--- src/ramr_pkg.sv ---
// Shared types, widths and codes for the rational add/multiply/reduce block.
package ramr_pkg;

  // Fraction field width and derived internal widths
  localparam int FRAC_W    = 16;
  localparam int MAG_W     = 2 * FRAC_W;
  localparam int NUM_W     = 33;
  localparam int DEN_W     = 32;
  localparam int MUL_LANES = 3;
  localparam int DIV_LANES = 2;
  localparam int MUL_CW    = $clog2(FRAC_W);
  localparam int DIV_CW    = $clog2(MAG_W);
  localparam int GCD_KW    = $clog2(MAG_W);

  // Action codes
  localparam logic [1:0] ACT_ADD = 2'd0;
  localparam logic [1:0] ACT_MUL = 2'd1;
  localparam logic [1:0] ACT_CMP = 2'd2;

  typedef struct packed {
    logic [1:0]               action;
    logic signed [FRAC_W-1:0] a_num;
    logic [FRAC_W-1:0]        a_den;
    logic signed [FRAC_W-1:0] b_num;
    logic [FRAC_W-1:0]        b_den;
  } item_t;

  typedef struct packed {
    logic signed [NUM_W-1:0] res_num;
    logic [DEN_W-1:0]        res_den;
    logic                    equal;
  } result_t;

  typedef enum logic [2:0] {
    ST_IDLE,
    ST_MUL,
    ST_PREP,
    ST_GCD,
    ST_DIV,
    ST_OUT
  } ctrl_state_t;

  typedef enum logic [1:0] {
    GCD_IDLE,
    GCD_RUN,
    GCD_SCALE
  } gcd_state_t;

endpackage

--- src/ramr_mul.sv ---
// Bit-serial shift-and-add multiplier, three lanes sharing one bit counter.
module ramr_mul (
  input  logic                                                  clk,
  input  logic                                                  rst,
  input  logic                                                  start,
  input  logic [ramr_pkg::MUL_LANES-1:0][ramr_pkg::FRAC_W-1:0]  mcand,
  input  logic [ramr_pkg::MUL_LANES-1:0][ramr_pkg::FRAC_W-1:0]  mplier,
  output logic [ramr_pkg::MUL_LANES-1:0][ramr_pkg::MAG_W-1:0]   prod,
  output logic                                                  done
);

  logic [ramr_pkg::MUL_LANES-1:0][ramr_pkg::FRAC_W-1:0] mc;
  logic [ramr_pkg::MUL_LANES-1:0][ramr_pkg::MAG_W-1:0]  p;
  logic [ramr_pkg::MUL_LANES-1:0][ramr_pkg::MAG_W-1:0]  p_next;
  logic [ramr_pkg::MUL_LANES-1:0][ramr_pkg::FRAC_W:0]   psum;
  logic [ramr_pkg::MUL_CW-1:0]                          cnt;
  logic                                                 busy;

  // Upper half accumulates, whole register shifts right one bit per cycle while busy
  always_comb begin
    for (int i = 0; i < ramr_pkg::MUL_LANES; i++) begin
      psum[i]   = {1'b0, p[i][ramr_pkg::MAG_W-1:ramr_pkg::FRAC_W]}
                + (p[i][0] ? {1'b0, mc[i]} : '0);
      p_next[i] = {psum[i], p[i][ramr_pkg::FRAC_W-1:1]};
    end
  end

  always_ff @(posedge clk) begin
    if (rst) begin
      busy <= 1'b0;
      done <= 1'b0;
      cnt  <= '0;
    end else begin
      done <= 1'b0;
      if (start) begin
        busy <= 1'b1;
        cnt  <= ramr_pkg::MUL_CW'(ramr_pkg::FRAC_W - 1);
      end else if (busy) begin
        if (cnt == '0) begin
          busy <= 1'b0;
          done <= 1'b1;
        end else begin
          cnt <= cnt - 1'b1;
        end
      end
    end
  end

  always_ff @(posedge clk) begin
    if (start) begin
      mc <= mcand;
      for (int i = 0; i < ramr_pkg::MUL_LANES; i++) begin
        p[i] <= {{ramr_pkg::FRAC_W{1'b0}}, mplier[i]};
      end
    end else if (busy) begin
      p <= p_next;
    end
  end

  assign prod = p;

endmodule

--- src/ramr_gcd.sv ---
// Binary (shift/subtract) GCD unit, one step per cycle, with serial rescale.
module ramr_gcd (
  input  logic                       clk,
  input  logic                       rst,
  input  logic                       start,
  input  logic [ramr_pkg::MAG_W-1:0] a,
  input  logic [ramr_pkg::MAG_W-1:0] b,
  output logic [ramr_pkg::MAG_W-1:0] g,
  output logic                       done
);

  ramr_pkg::gcd_state_t state, state_next;

  logic [ramr_pkg::MAG_W-1:0]  u;
  logic [ramr_pkg::MAG_W-1:0]  v;
  logic [ramr_pkg::GCD_KW-1:0] k;
  logic [ramr_pkg::MAG_W:0]    duv;
  logic [ramr_pkg::MAG_W:0]    dvu;
  logic                        done_set;

  assign duv = {1'b0, u} - {1'b0, v};
  assign dvu = {1'b0, v} - {1'b0, u};

  // Next state
  always_comb begin
    state_next = state;
    case (state)
      ramr_pkg::GCD_IDLE:  if (start) state_next = ramr_pkg::GCD_RUN;
      ramr_pkg::GCD_RUN:   if (u == '0 || v == '0) state_next = ramr_pkg::GCD_SCALE;
      ramr_pkg::GCD_SCALE: if (k == '0) state_next = ramr_pkg::GCD_IDLE;
      default:             state_next = ramr_pkg::GCD_IDLE;
    endcase
  end

  // Outputs
  always_comb begin
    done_set = (state == ramr_pkg::GCD_SCALE) && (k == '0);
  end

  always_ff @(posedge clk) begin
    if (rst) begin
      state <= ramr_pkg::GCD_IDLE;
      done  <= 1'b0;
    end else begin
      state <= state_next;
      done  <= done_set;
    end
  end

  always_ff @(posedge clk) begin
    case (state)
      ramr_pkg::GCD_IDLE: begin
        if (start) begin
          u <= a;
          v <= b;
          k <= '0;
        end
      end
      ramr_pkg::GCD_RUN: begin
        if (u == '0) begin
          u <= v;
        end else if (v != '0) begin
          case ({u[0], v[0]})
            2'b00: begin
              u <= u >> 1;
              v <= v >> 1;
              k <= k + 1'b1;
            end
            2'b01: u <= u >> 1;
            2'b10: v <= v >> 1;
            default: begin
              // both odd: difference is even, halve it
              if (!duv[ramr_pkg::MAG_W]) begin
                u <= duv[ramr_pkg::MAG_W:1];
              end else begin
                v <= dvu[ramr_pkg::MAG_W:1];
              end
            end
          endcase
        end
      end
      ramr_pkg::GCD_SCALE: begin
        // restore common factors of two
        if (k != '0) begin
          u <= u << 1;
          k <= k - 1'b1;
        end
      end
      default: begin
      end
    endcase
  end

  assign g = u;

endmodule

--- src/ramr_div.sv ---
// Restoring bit-serial divider, two lanes sharing one divisor and counter.
module ramr_div (
  input  logic                                                clk,
  input  logic                                                rst,
  input  logic                                                start,
  input  logic [ramr_pkg::DIV_LANES-1:0][ramr_pkg::MAG_W-1:0] dividend,
  input  logic [ramr_pkg::MAG_W-1:0]                          divisor,
  output logic [ramr_pkg::DIV_LANES-1:0][ramr_pkg::MAG_W-1:0] quot,
  output logic                                                done
);

  logic [ramr_pkg::DIV_LANES-1:0][ramr_pkg::MAG_W-1:0] q;
  logic [ramr_pkg::DIV_LANES-1:0][ramr_pkg::MAG_W-1:0] r;
  logic [ramr_pkg::DIV_LANES-1:0][ramr_pkg::MAG_W-1:0] q_next;
  logic [ramr_pkg::DIV_LANES-1:0][ramr_pkg::MAG_W-1:0] r_next;
  logic [ramr_pkg::DIV_LANES-1:0][ramr_pkg::MAG_W:0]   sh;
  logic [ramr_pkg::DIV_LANES-1:0][ramr_pkg::MAG_W+1:0] trial;
  logic [ramr_pkg::MAG_W-1:0]                          d;
  logic [ramr_pkg::DIV_CW-1:0]                         cnt;
  logic                                                busy;

  always_comb begin
    for (int i = 0; i < ramr_pkg::DIV_LANES; i++) begin
      sh[i]     = {r[i], q[i][ramr_pkg::MAG_W-1]};
      trial[i]  = {1'b0, sh[i]} - {2'b00, d};
      r_next[i] = trial[i][ramr_pkg::MAG_W+1] ? sh[i][ramr_pkg::MAG_W-1:0]
                                              : trial[i][ramr_pkg::MAG_W-1:0];
      q_next[i] = {q[i][ramr_pkg::MAG_W-2:0], ~trial[i][ramr_pkg::MAG_W+1]};
    end
  end

  always_ff @(posedge clk) begin
    if (rst) begin
      busy <= 1'b0;
      done <= 1'b0;
      cnt  <= '0;
    end else begin
      done <= 1'b0;
      if (start) begin
        busy <= 1'b1;
        cnt  <= ramr_pkg::DIV_CW'(ramr_pkg::MAG_W - 1);
      end else if (busy) begin
        if (cnt == '0) begin
          busy <= 1'b0;
          done <= 1'b1;
        end else begin
          cnt <= cnt - 1'b1;
        end
      end
    end
  end

  always_ff @(posedge clk) begin
    if (start) begin
      q <= dividend;
      r <= '0;
      d <= divisor;
    end else if (busy) begin
      q <= q_next;
      r <= r_next;
    end
  end

  assign quot = q;

endmodule

--- src/rational_add_mul_reduce_top.sv ---
// Top level: rational add / multiply / compare with reduction to lowest terms.
// Add and multiply run the serial multiplier, the binary GCD loop with its rescale
//   and the serial divider in turn; a zero result skips the GCD and the divider.
//   Compare uses only the multiplier, and the unused action goes straight to output.
// One transaction is in flight at a time; the next is taken only back in idle.
// Reset (rst, synchronous, active high) empties the controller and output.
module rational_add_mul_reduce_top (
  input  logic              clk,
  input  logic              rst,
  input  logic              item_valid,
  output logic              item_stall,
  input  ramr_pkg::item_t   item,
  output logic              result_valid,
  input  logic              result_stall,
  output ramr_pkg::result_t result
);

  ramr_pkg::ctrl_state_t state, state_next;

  // Input-side handshake: take a new transaction only when the datapath is idle.
  // The output register decouples the result side, so a finished result may
  // wait there while the next transaction is worked on.
  logic accept;
  logic act_valid;

  // Latched transaction attributes
  logic [1:0] act;
  logic       sa, sb;     // numerator signs
  logic       za, zb;     // numerators zero
  logic       ad0, bd0;   // denominators zero

  // Unreduced result and the finished result waiting for the output register
  logic [ramr_pkg::MAG_W-1:0] num_mag;
  logic                       num_neg;
  logic [ramr_pkg::MAG_W-1:0] den;
  ramr_pkg::result_t          fin;

  // Multiplier lanes
  logic [ramr_pkg::FRAC_W-1:0] mag_a, mag_b;
  logic [ramr_pkg::MUL_LANES-1:0][ramr_pkg::FRAC_W-1:0] mcand, mplier;
  logic [ramr_pkg::MUL_LANES-1:0][ramr_pkg::MAG_W-1:0]  prod;
  logic mul_start, mul_done;

  // GCD and divider
  logic [ramr_pkg::MAG_W-1:0] g;
  logic gcd_start, gcd_done;
  logic [ramr_pkg::DIV_LANES-1:0][ramr_pkg::MAG_W-1:0] quot;
  logic div_start, div_done;
  logic [ramr_pkg::NUM_W-1:0] qx;

  // Signed sum of the two cross products
  logic [ramr_pkg::MAG_W:0]   s_add, d01, d10;
  logic [ramr_pkg::MAG_W-1:0] add_mag;
  logic                       add_neg;
  logic                       eq;

  logic load_out;

  assign item_stall = (state != ramr_pkg::ST_IDLE);
  assign accept     = item_valid && !item_stall;
  assign act_valid  = (item.action == ramr_pkg::ACT_ADD) ||
                      (item.action == ramr_pkg::ACT_MUL) ||
                      (item.action == ramr_pkg::ACT_CMP);

  // Operand selection at accept; the multiplier latches its operands on start.
  // Lane 0: |a_num| * b_den (or |a_num| * |b_num| for multiply)
  // Lane 1: |b_num| * a_den
  // Lane 2: a_den * b_den
  always_comb begin
    mag_a = item.a_num[ramr_pkg::FRAC_W-1] ? ramr_pkg::FRAC_W'(-item.a_num)
                                           : ramr_pkg::FRAC_W'(item.a_num);
    mag_b = item.b_num[ramr_pkg::FRAC_W-1] ? ramr_pkg::FRAC_W'(-item.b_num)
                                           : ramr_pkg::FRAC_W'(item.b_num);
    mcand[0]  = mag_a;
    mplier[0] = (item.action == ramr_pkg::ACT_MUL) ? mag_b : item.b_den;
    mcand[1]  = mag_b;
    mplier[1] = item.a_den;
    mcand[2]  = item.a_den;
    mplier[2] = item.b_den;
  end

  assign mul_start = accept && act_valid;

  ramr_mul u_mul (
    .clk    (clk),
    .rst    (rst),
    .start  (mul_start),
    .mcand  (mcand),
    .mplier (mplier),
    .prod   (prod),
    .done   (mul_done)
  );

  // Add: same signs add magnitudes, opposite signs take the larger minus smaller
  always_comb begin
    s_add = {1'b0, prod[0]} + {1'b0, prod[1]};
    d01   = {1'b0, prod[0]} - {1'b0, prod[1]};
    d10   = {1'b0, prod[1]} - {1'b0, prod[0]};
    if (sa == sb) begin
      add_mag = s_add[ramr_pkg::MAG_W-1:0];
      add_neg = sa;
    end else if (!d01[ramr_pkg::MAG_W]) begin
      add_mag = d01[ramr_pkg::MAG_W-1:0];
      add_neg = sa;
    end else begin
      add_mag = d10[ramr_pkg::MAG_W-1:0];
      add_neg = sb;
    end
  end

  // Compare: zero reduces to 0/1, a nonzero value over zero to +-1/0,
  // otherwise equal reduced forms means equal cross products.
  always_comb begin
    if (za && zb) begin
      eq = 1'b1;
    end else if (za || zb) begin
      eq = 1'b0;
    end else if (ad0 && bd0) begin
      eq = (sa == sb);
    end else if (ad0 || bd0) begin
      eq = 1'b0;
    end else begin
      eq = (sa == sb) && (prod[0] == prod[1]);
    end
  end

  ramr_gcd u_gcd (
    .clk   (clk),
    .rst   (rst),
    .start (gcd_start),
    .a     (num_mag),
    .b     (den),
    .g     (g),
    .done  (gcd_done)
  );

  ramr_div u_div (
    .clk      (clk),
    .rst      (rst),
    .start    (div_start),
    .dividend ({den, num_mag}),
    .divisor  (g),
    .quot     (quot),
    .done     (div_done)
  );

  assign qx = ramr_pkg::NUM_W'(quot[0]);

  // Next state
  always_comb begin
    state_next = state;
    case (state)
      ramr_pkg::ST_IDLE: begin
        if (accept) begin
          state_next = act_valid ? ramr_pkg::ST_MUL : ramr_pkg::ST_OUT;
        end
      end
      ramr_pkg::ST_MUL: begin
        if (mul_done) begin
          state_next = (act == ramr_pkg::ACT_CMP) ? ramr_pkg::ST_OUT : ramr_pkg::ST_PREP;
        end
      end
      ramr_pkg::ST_PREP: begin
        state_next = (num_mag == '0) ? ramr_pkg::ST_OUT : ramr_pkg::ST_GCD;
      end
      ramr_pkg::ST_GCD: if (gcd_done) state_next = ramr_pkg::ST_DIV;
      ramr_pkg::ST_DIV: if (div_done) state_next = ramr_pkg::ST_OUT;
      ramr_pkg::ST_OUT: begin
        if (!result_valid || !result_stall) state_next = ramr_pkg::ST_IDLE;
      end
      default: state_next = ramr_pkg::ST_IDLE;
    endcase
  end

  // Control outputs
  always_comb begin
    gcd_start = (state == ramr_pkg::ST_PREP) && (num_mag != '0);
    div_start = (state == ramr_pkg::ST_GCD) && gcd_done;
    load_out  = (state == ramr_pkg::ST_OUT) && (!result_valid || !result_stall);
  end

  always_ff @(posedge clk) begin
    if (rst) begin
      state        <= ramr_pkg::ST_IDLE;
      result_valid <= 1'b0;
    end else begin
      state <= state_next;
      if (load_out) begin
        result_valid <= 1'b1;
      end else if (!result_stall) begin
        result_valid <= 1'b0;
      end
    end
  end

  // Datapath registers
  always_ff @(posedge clk) begin
    if (accept) begin
      act <= item.action;
      sa  <= item.a_num[ramr_pkg::FRAC_W-1];
      sb  <= item.b_num[ramr_pkg::FRAC_W-1];
      za  <= (item.a_num == '0);
      zb  <= (item.b_num == '0);
      ad0 <= (item.a_den == '0);
      bd0 <= (item.b_den == '0);
      fin <= '0;
    end

    if (state == ramr_pkg::ST_MUL && mul_done) begin
      den <= prod[2];
      case (act)
        ramr_pkg::ACT_ADD: begin
          num_mag <= add_mag;
          num_neg <= add_neg;
        end
        ramr_pkg::ACT_MUL: begin
          num_mag <= prod[0];
          num_neg <= sa ^ sb;
        end
        ramr_pkg::ACT_CMP: fin.equal <= eq;
        default: begin
        end
      endcase
    end

    // zero numerator always reduces to 0/1
    if (state == ramr_pkg::ST_PREP && num_mag == '0) begin
      fin.res_num <= '0;
      fin.res_den <= ramr_pkg::DEN_W'(1);
    end

    if (state == ramr_pkg::ST_DIV && div_done) begin
      fin.res_num <= num_neg ? -qx : qx;
      fin.res_den <= ramr_pkg::DEN_W'(quot[1]);
    end

    if (load_out) begin
      result <= fin;
    end
  end

endmodule
--- config.mk ---
export PLATFORM = sky130hd
export DESIGN_NAME = rational_add_mul_reduce_top
export DESIGN_NICKNAME = d
export VERILOG_FILES = /design/src/ramr_pkg.sv /design/src/ramr_mul.sv /design/src/ramr_gcd.sv /design/src/ramr_div.sv /design/src/rational_add_mul_reduce_top.sv
export SDC_FILE = /design/constraint.sdc
export NUM_CORES = 2
export LEC_CHECK = 0
export BUFFER_PORTS_ARGS = -buffer_cell sky130_fd_sc_hd__buf_2
export CAP_MARGIN = 0
export CORE_MARGIN = 2
export CORE_UTILIZATION = 60
export DETAILED_ROUTE_END_ITERATION = 7
export GPL_ROUTABILITY_DRIVEN = 0
export MAX_ROUTING_LAYER = met4
export PLACE_DENSITY = 0.78
export SYNTH_ARGS = -nofsm -noshare
export SYNTH_HDL_FRONTEND = slang
export SYNTH_SLANG_ARGS = --single-unit
--- constraint.sdc ---
create_clock -name clk -period 5.3 [get_ports clk]
set_clock_uncertainty 0.05 [all_clocks]
set_input_delay 0.265 -clock clk [delete_from_list [all_inputs] [get_ports clk]]
set_output_delay 0.265 -clock clk [all_outputs]
set_load 0.02 [all_outputs]
==> impl_metrics.ini <==
[critical_path]
crit_end = u_gcd.v[22]
critPathBufInv = 2
end_kind = register
cp_num_cells = 13
path_cells = inv_1, fa_1, a21o_1, a21oi_1, or4b_1, a41oi_1, or3_1, and2_1, a21oi_1, o21ai_0, o21ai_0, a32o_1, buf_12
r2r_cells = 13
arrival_ps = 4860
cp_slowest_cell = a32o_1
startpoint = u_gcd.v[1]
path_delay_family = compound AO/OA/AOI/OAI gates
reg2reg_to = u_gcd.v[22]
critPathMaxFanout = 22
crit_type = register to register
crit_required_ps = 5570
critPathMaxStageDelay_ps = 560
ff2ff_setup_slack_ps = 710
critPathLaunchType = register
rr_startpoint = u_gcd.v[1]

[routing]
wl_per_cell_um = 22.85
first_iter_violations = 5047
ant_nets = 0
wirelength_um = 121000
drt_pass1_iterations = 7
vias = 34370
vias_per_cell = 6.493
drc_errors = 0

[grt]
antenna_found_initial = 8
top_usage_layer = met2
grtUsageMet3 = 0.08036
met2_usage = 0.5420
grt_util_all_layers = 0.3630
overflow = 0
grt_max_degree = 137
grt_pass1_vias = 32260
use_met1 = 0.4561
grt_pass1_wl_um = 184000

[clocking]
cts.sink_count = 598
cts_max_level = 3
cts_resized = 0
cts_hold_buffers = 56
postCtsSetupRepairBufs = 0
numCtsBuffers = 66
path_clk_slew_ps = 60
clock_path_buffers = 3
cts-root-buf = clkbuf_16
clock_latency_ps = 650
cts_tree = yes

[floorplan]
fp.dieW_um = 259.1
rows = 93
num_io_pins = 138
core_area_um2 = 64350
initial_utilization = 0.6066
die_h_um = 259.1
die_area_um2 = 67110

[logic_synthesis]
ys_types = 91
ys_warn_count = 0
synth_area_um2 = 39030
synth_edf_count = 465
synth_ff_type = edfxtp_1
synthArstFlopShare = 0
syn_avg_cell_area_um2 = 9.134
synth_nets = 4635
synthCells = 4273
synth_seq_cells = 598
synth-seq-area-share = 0.4260

[power_and_ir_drop]
p_leak_uw = 0.01768
p_per_area_nw_per_um2 = 583.1
ir_drop_mv = 0.3540

[timing]
rsz0062_at_grt = false
period_minus_slack_ps = 4588
finalHoldViolations = 0
fmax_mhz = 218.0
slew_headroom = 0.2111
tightest_slew_ps = 1182
setup_violations = 0
drv_slew = 0
fin_crit_sh = 0.8657
holdWs_ps = 32.61
setup_tns_ps = 0

[worst_hold_path]
hold_path_class = input pin to register
holdPathStages = 2

[placed_design]
hpwl_um = 87090
dpl_cell_area_um2 = 40430
io_buffer_count = 137
dp.cells = 5107

[final_layout]
nFillCells = 5003
area_delta_synth_final_pct = 10.86
fin_area_um2 = 43270
finalNetCount = 4738
final_common_cell = nand2_1
regArea_um2 = 16630
layout-drive-gt1-share = 0.07517
fin_cells = 5293
multi_input_area_um2 = 20640
mostFrequentLayoutCells = 478 x nand2_1, 465 x edfxtp_1, 386 x a21oi_1, 354 x nor2_1, 279 x ha_1

[job]
drv_cap = 0

[status]
outcome = finished, final reports clean
stage by stage:
| step | setup WS, ps | util | power [µW] |
|---|---|---|---|
| floorplan | 408.6 | - | 16560 |
| global placement | 1027 | 0.6283 | 19660 |
| detailed placement | 941.7 | 0.6283 | 19880 |
| CTS | 871.6 | 0.6721 | 24760 |
| global route | 584.1 | 0.6724 | 26530 |
| finish | 711.9 | 0.6724 | 25230 |
how the worst min path moves through the flow:
stage | startpoint | to
2_1_floorplan | rst | state[1]
3_3_place_gp | fin[53] | result[53]
3_5_place_dp | fin[3] | result[3]
4_1_cts | item[61] | u_mul.mc[13]
5_1_grt | item[61] | u_mul.mc[13]
6_report | item[61] | u_mul.mc[13]
synth_stat cells (54+ instances only):
library cell / instances / share of area
and2_1: 65 / 0.010
nor2_1: 359 / 0.035
dfxtp_1: 133 / 0.068
inv_1: 274 / 0.026
xnor2_1: 133 / 0.030
a21o_1: 80 / 0.015
xor2_1: 86 / 0.019
ha_1: 281 / 0.090
clkbuf_1: 166 / 0.016
nor2b_1: 63 / 0.010
nor3_1: 90 / 0.012
o21ai_0: 267 / 0.034
nand3_1: 95 / 0.012
nand2_1: 478 / 0.046
a21oi_1: 387 / 0.050
mux2i_1: 54 / 0.014
edfxtp_1: 465 / 0.36
flip-flops by register name, indices dropped and copies added (netlist names), 5 cells and up:
| name | count |
|---|---|
| u_mul.prod | 96 |
| fin | 66 |
| result | 66 |
| u_div.quot | 64 |
| u_div.r | 64 |
| u_mul.mc | 48 |
| den | 32 |
| num_mag | 32 |
| u_div.d | 32 |
| u_gcd.g | 32 |
| u_gcd.v | 32 |
| u_div.cnt | 5 |
| u_gcd.k | 5 |
worst register-to-register path, delay by kind of cell (launching register included):
| family | cells | cell delay (ps) |
|---|---|---|
| and+or+nand+nor | 3 | 840 |
| AOI/OAI and AO/OA | 7 | 2010 |
| adders and majority gates | 1 | 450 |
| buffers and inverters | 2 | 420 |
| DFF | 1 | 460 |
layer usage:
layer / vias to the layer above / part of all wire
li1: 15710 / -
met1: 15990 / 0.37
met2: 2151 / 0.44
met3: 513 / 0.12
met4: 0 / 0.068
met5: - / 0
final cells by class:
type | instances | area share
diodes | 8 | 0.0004627
inverters | 277 | 0.02409
repair buffers | 239 | 0.03736
well taps | 855 | 0.02472
flip-flops and latches | 598 | 0.3843
clock inverters | 37 | 0.01191
multi-input cells | 3194 | 0.4769
clock buffers | 85 | 0.04028
cell families (layout without fill, tap and decap cells):
logic type | Yosys count | after routing | synth area share
xor gates and xnor gates | 219 | 219 | 0.04914
DFF | 598 | 598 | 0.4260
muxes | 58 | 58 | 0.01500
buffers and inverters | 481 | 638 | 0.04751
adders and majority gates | 292 | 292 | 0.09572
AOI/OAI and AO/OA | 1213 | 1213 | 0.1973
other | 0 | 8 | 0
and+or+nand+nor | 1412 | 1412 | 0.1694
power by group:
part,internal (µW),switching [µW],leakage (µW),total (µW)
registers,6510,982,0.00542,7490
clock network,2730,2070,0.00108,4800
logic,4710,8220,0.0112,12900
Note: power is estimated with default switching activity, not from simulation.
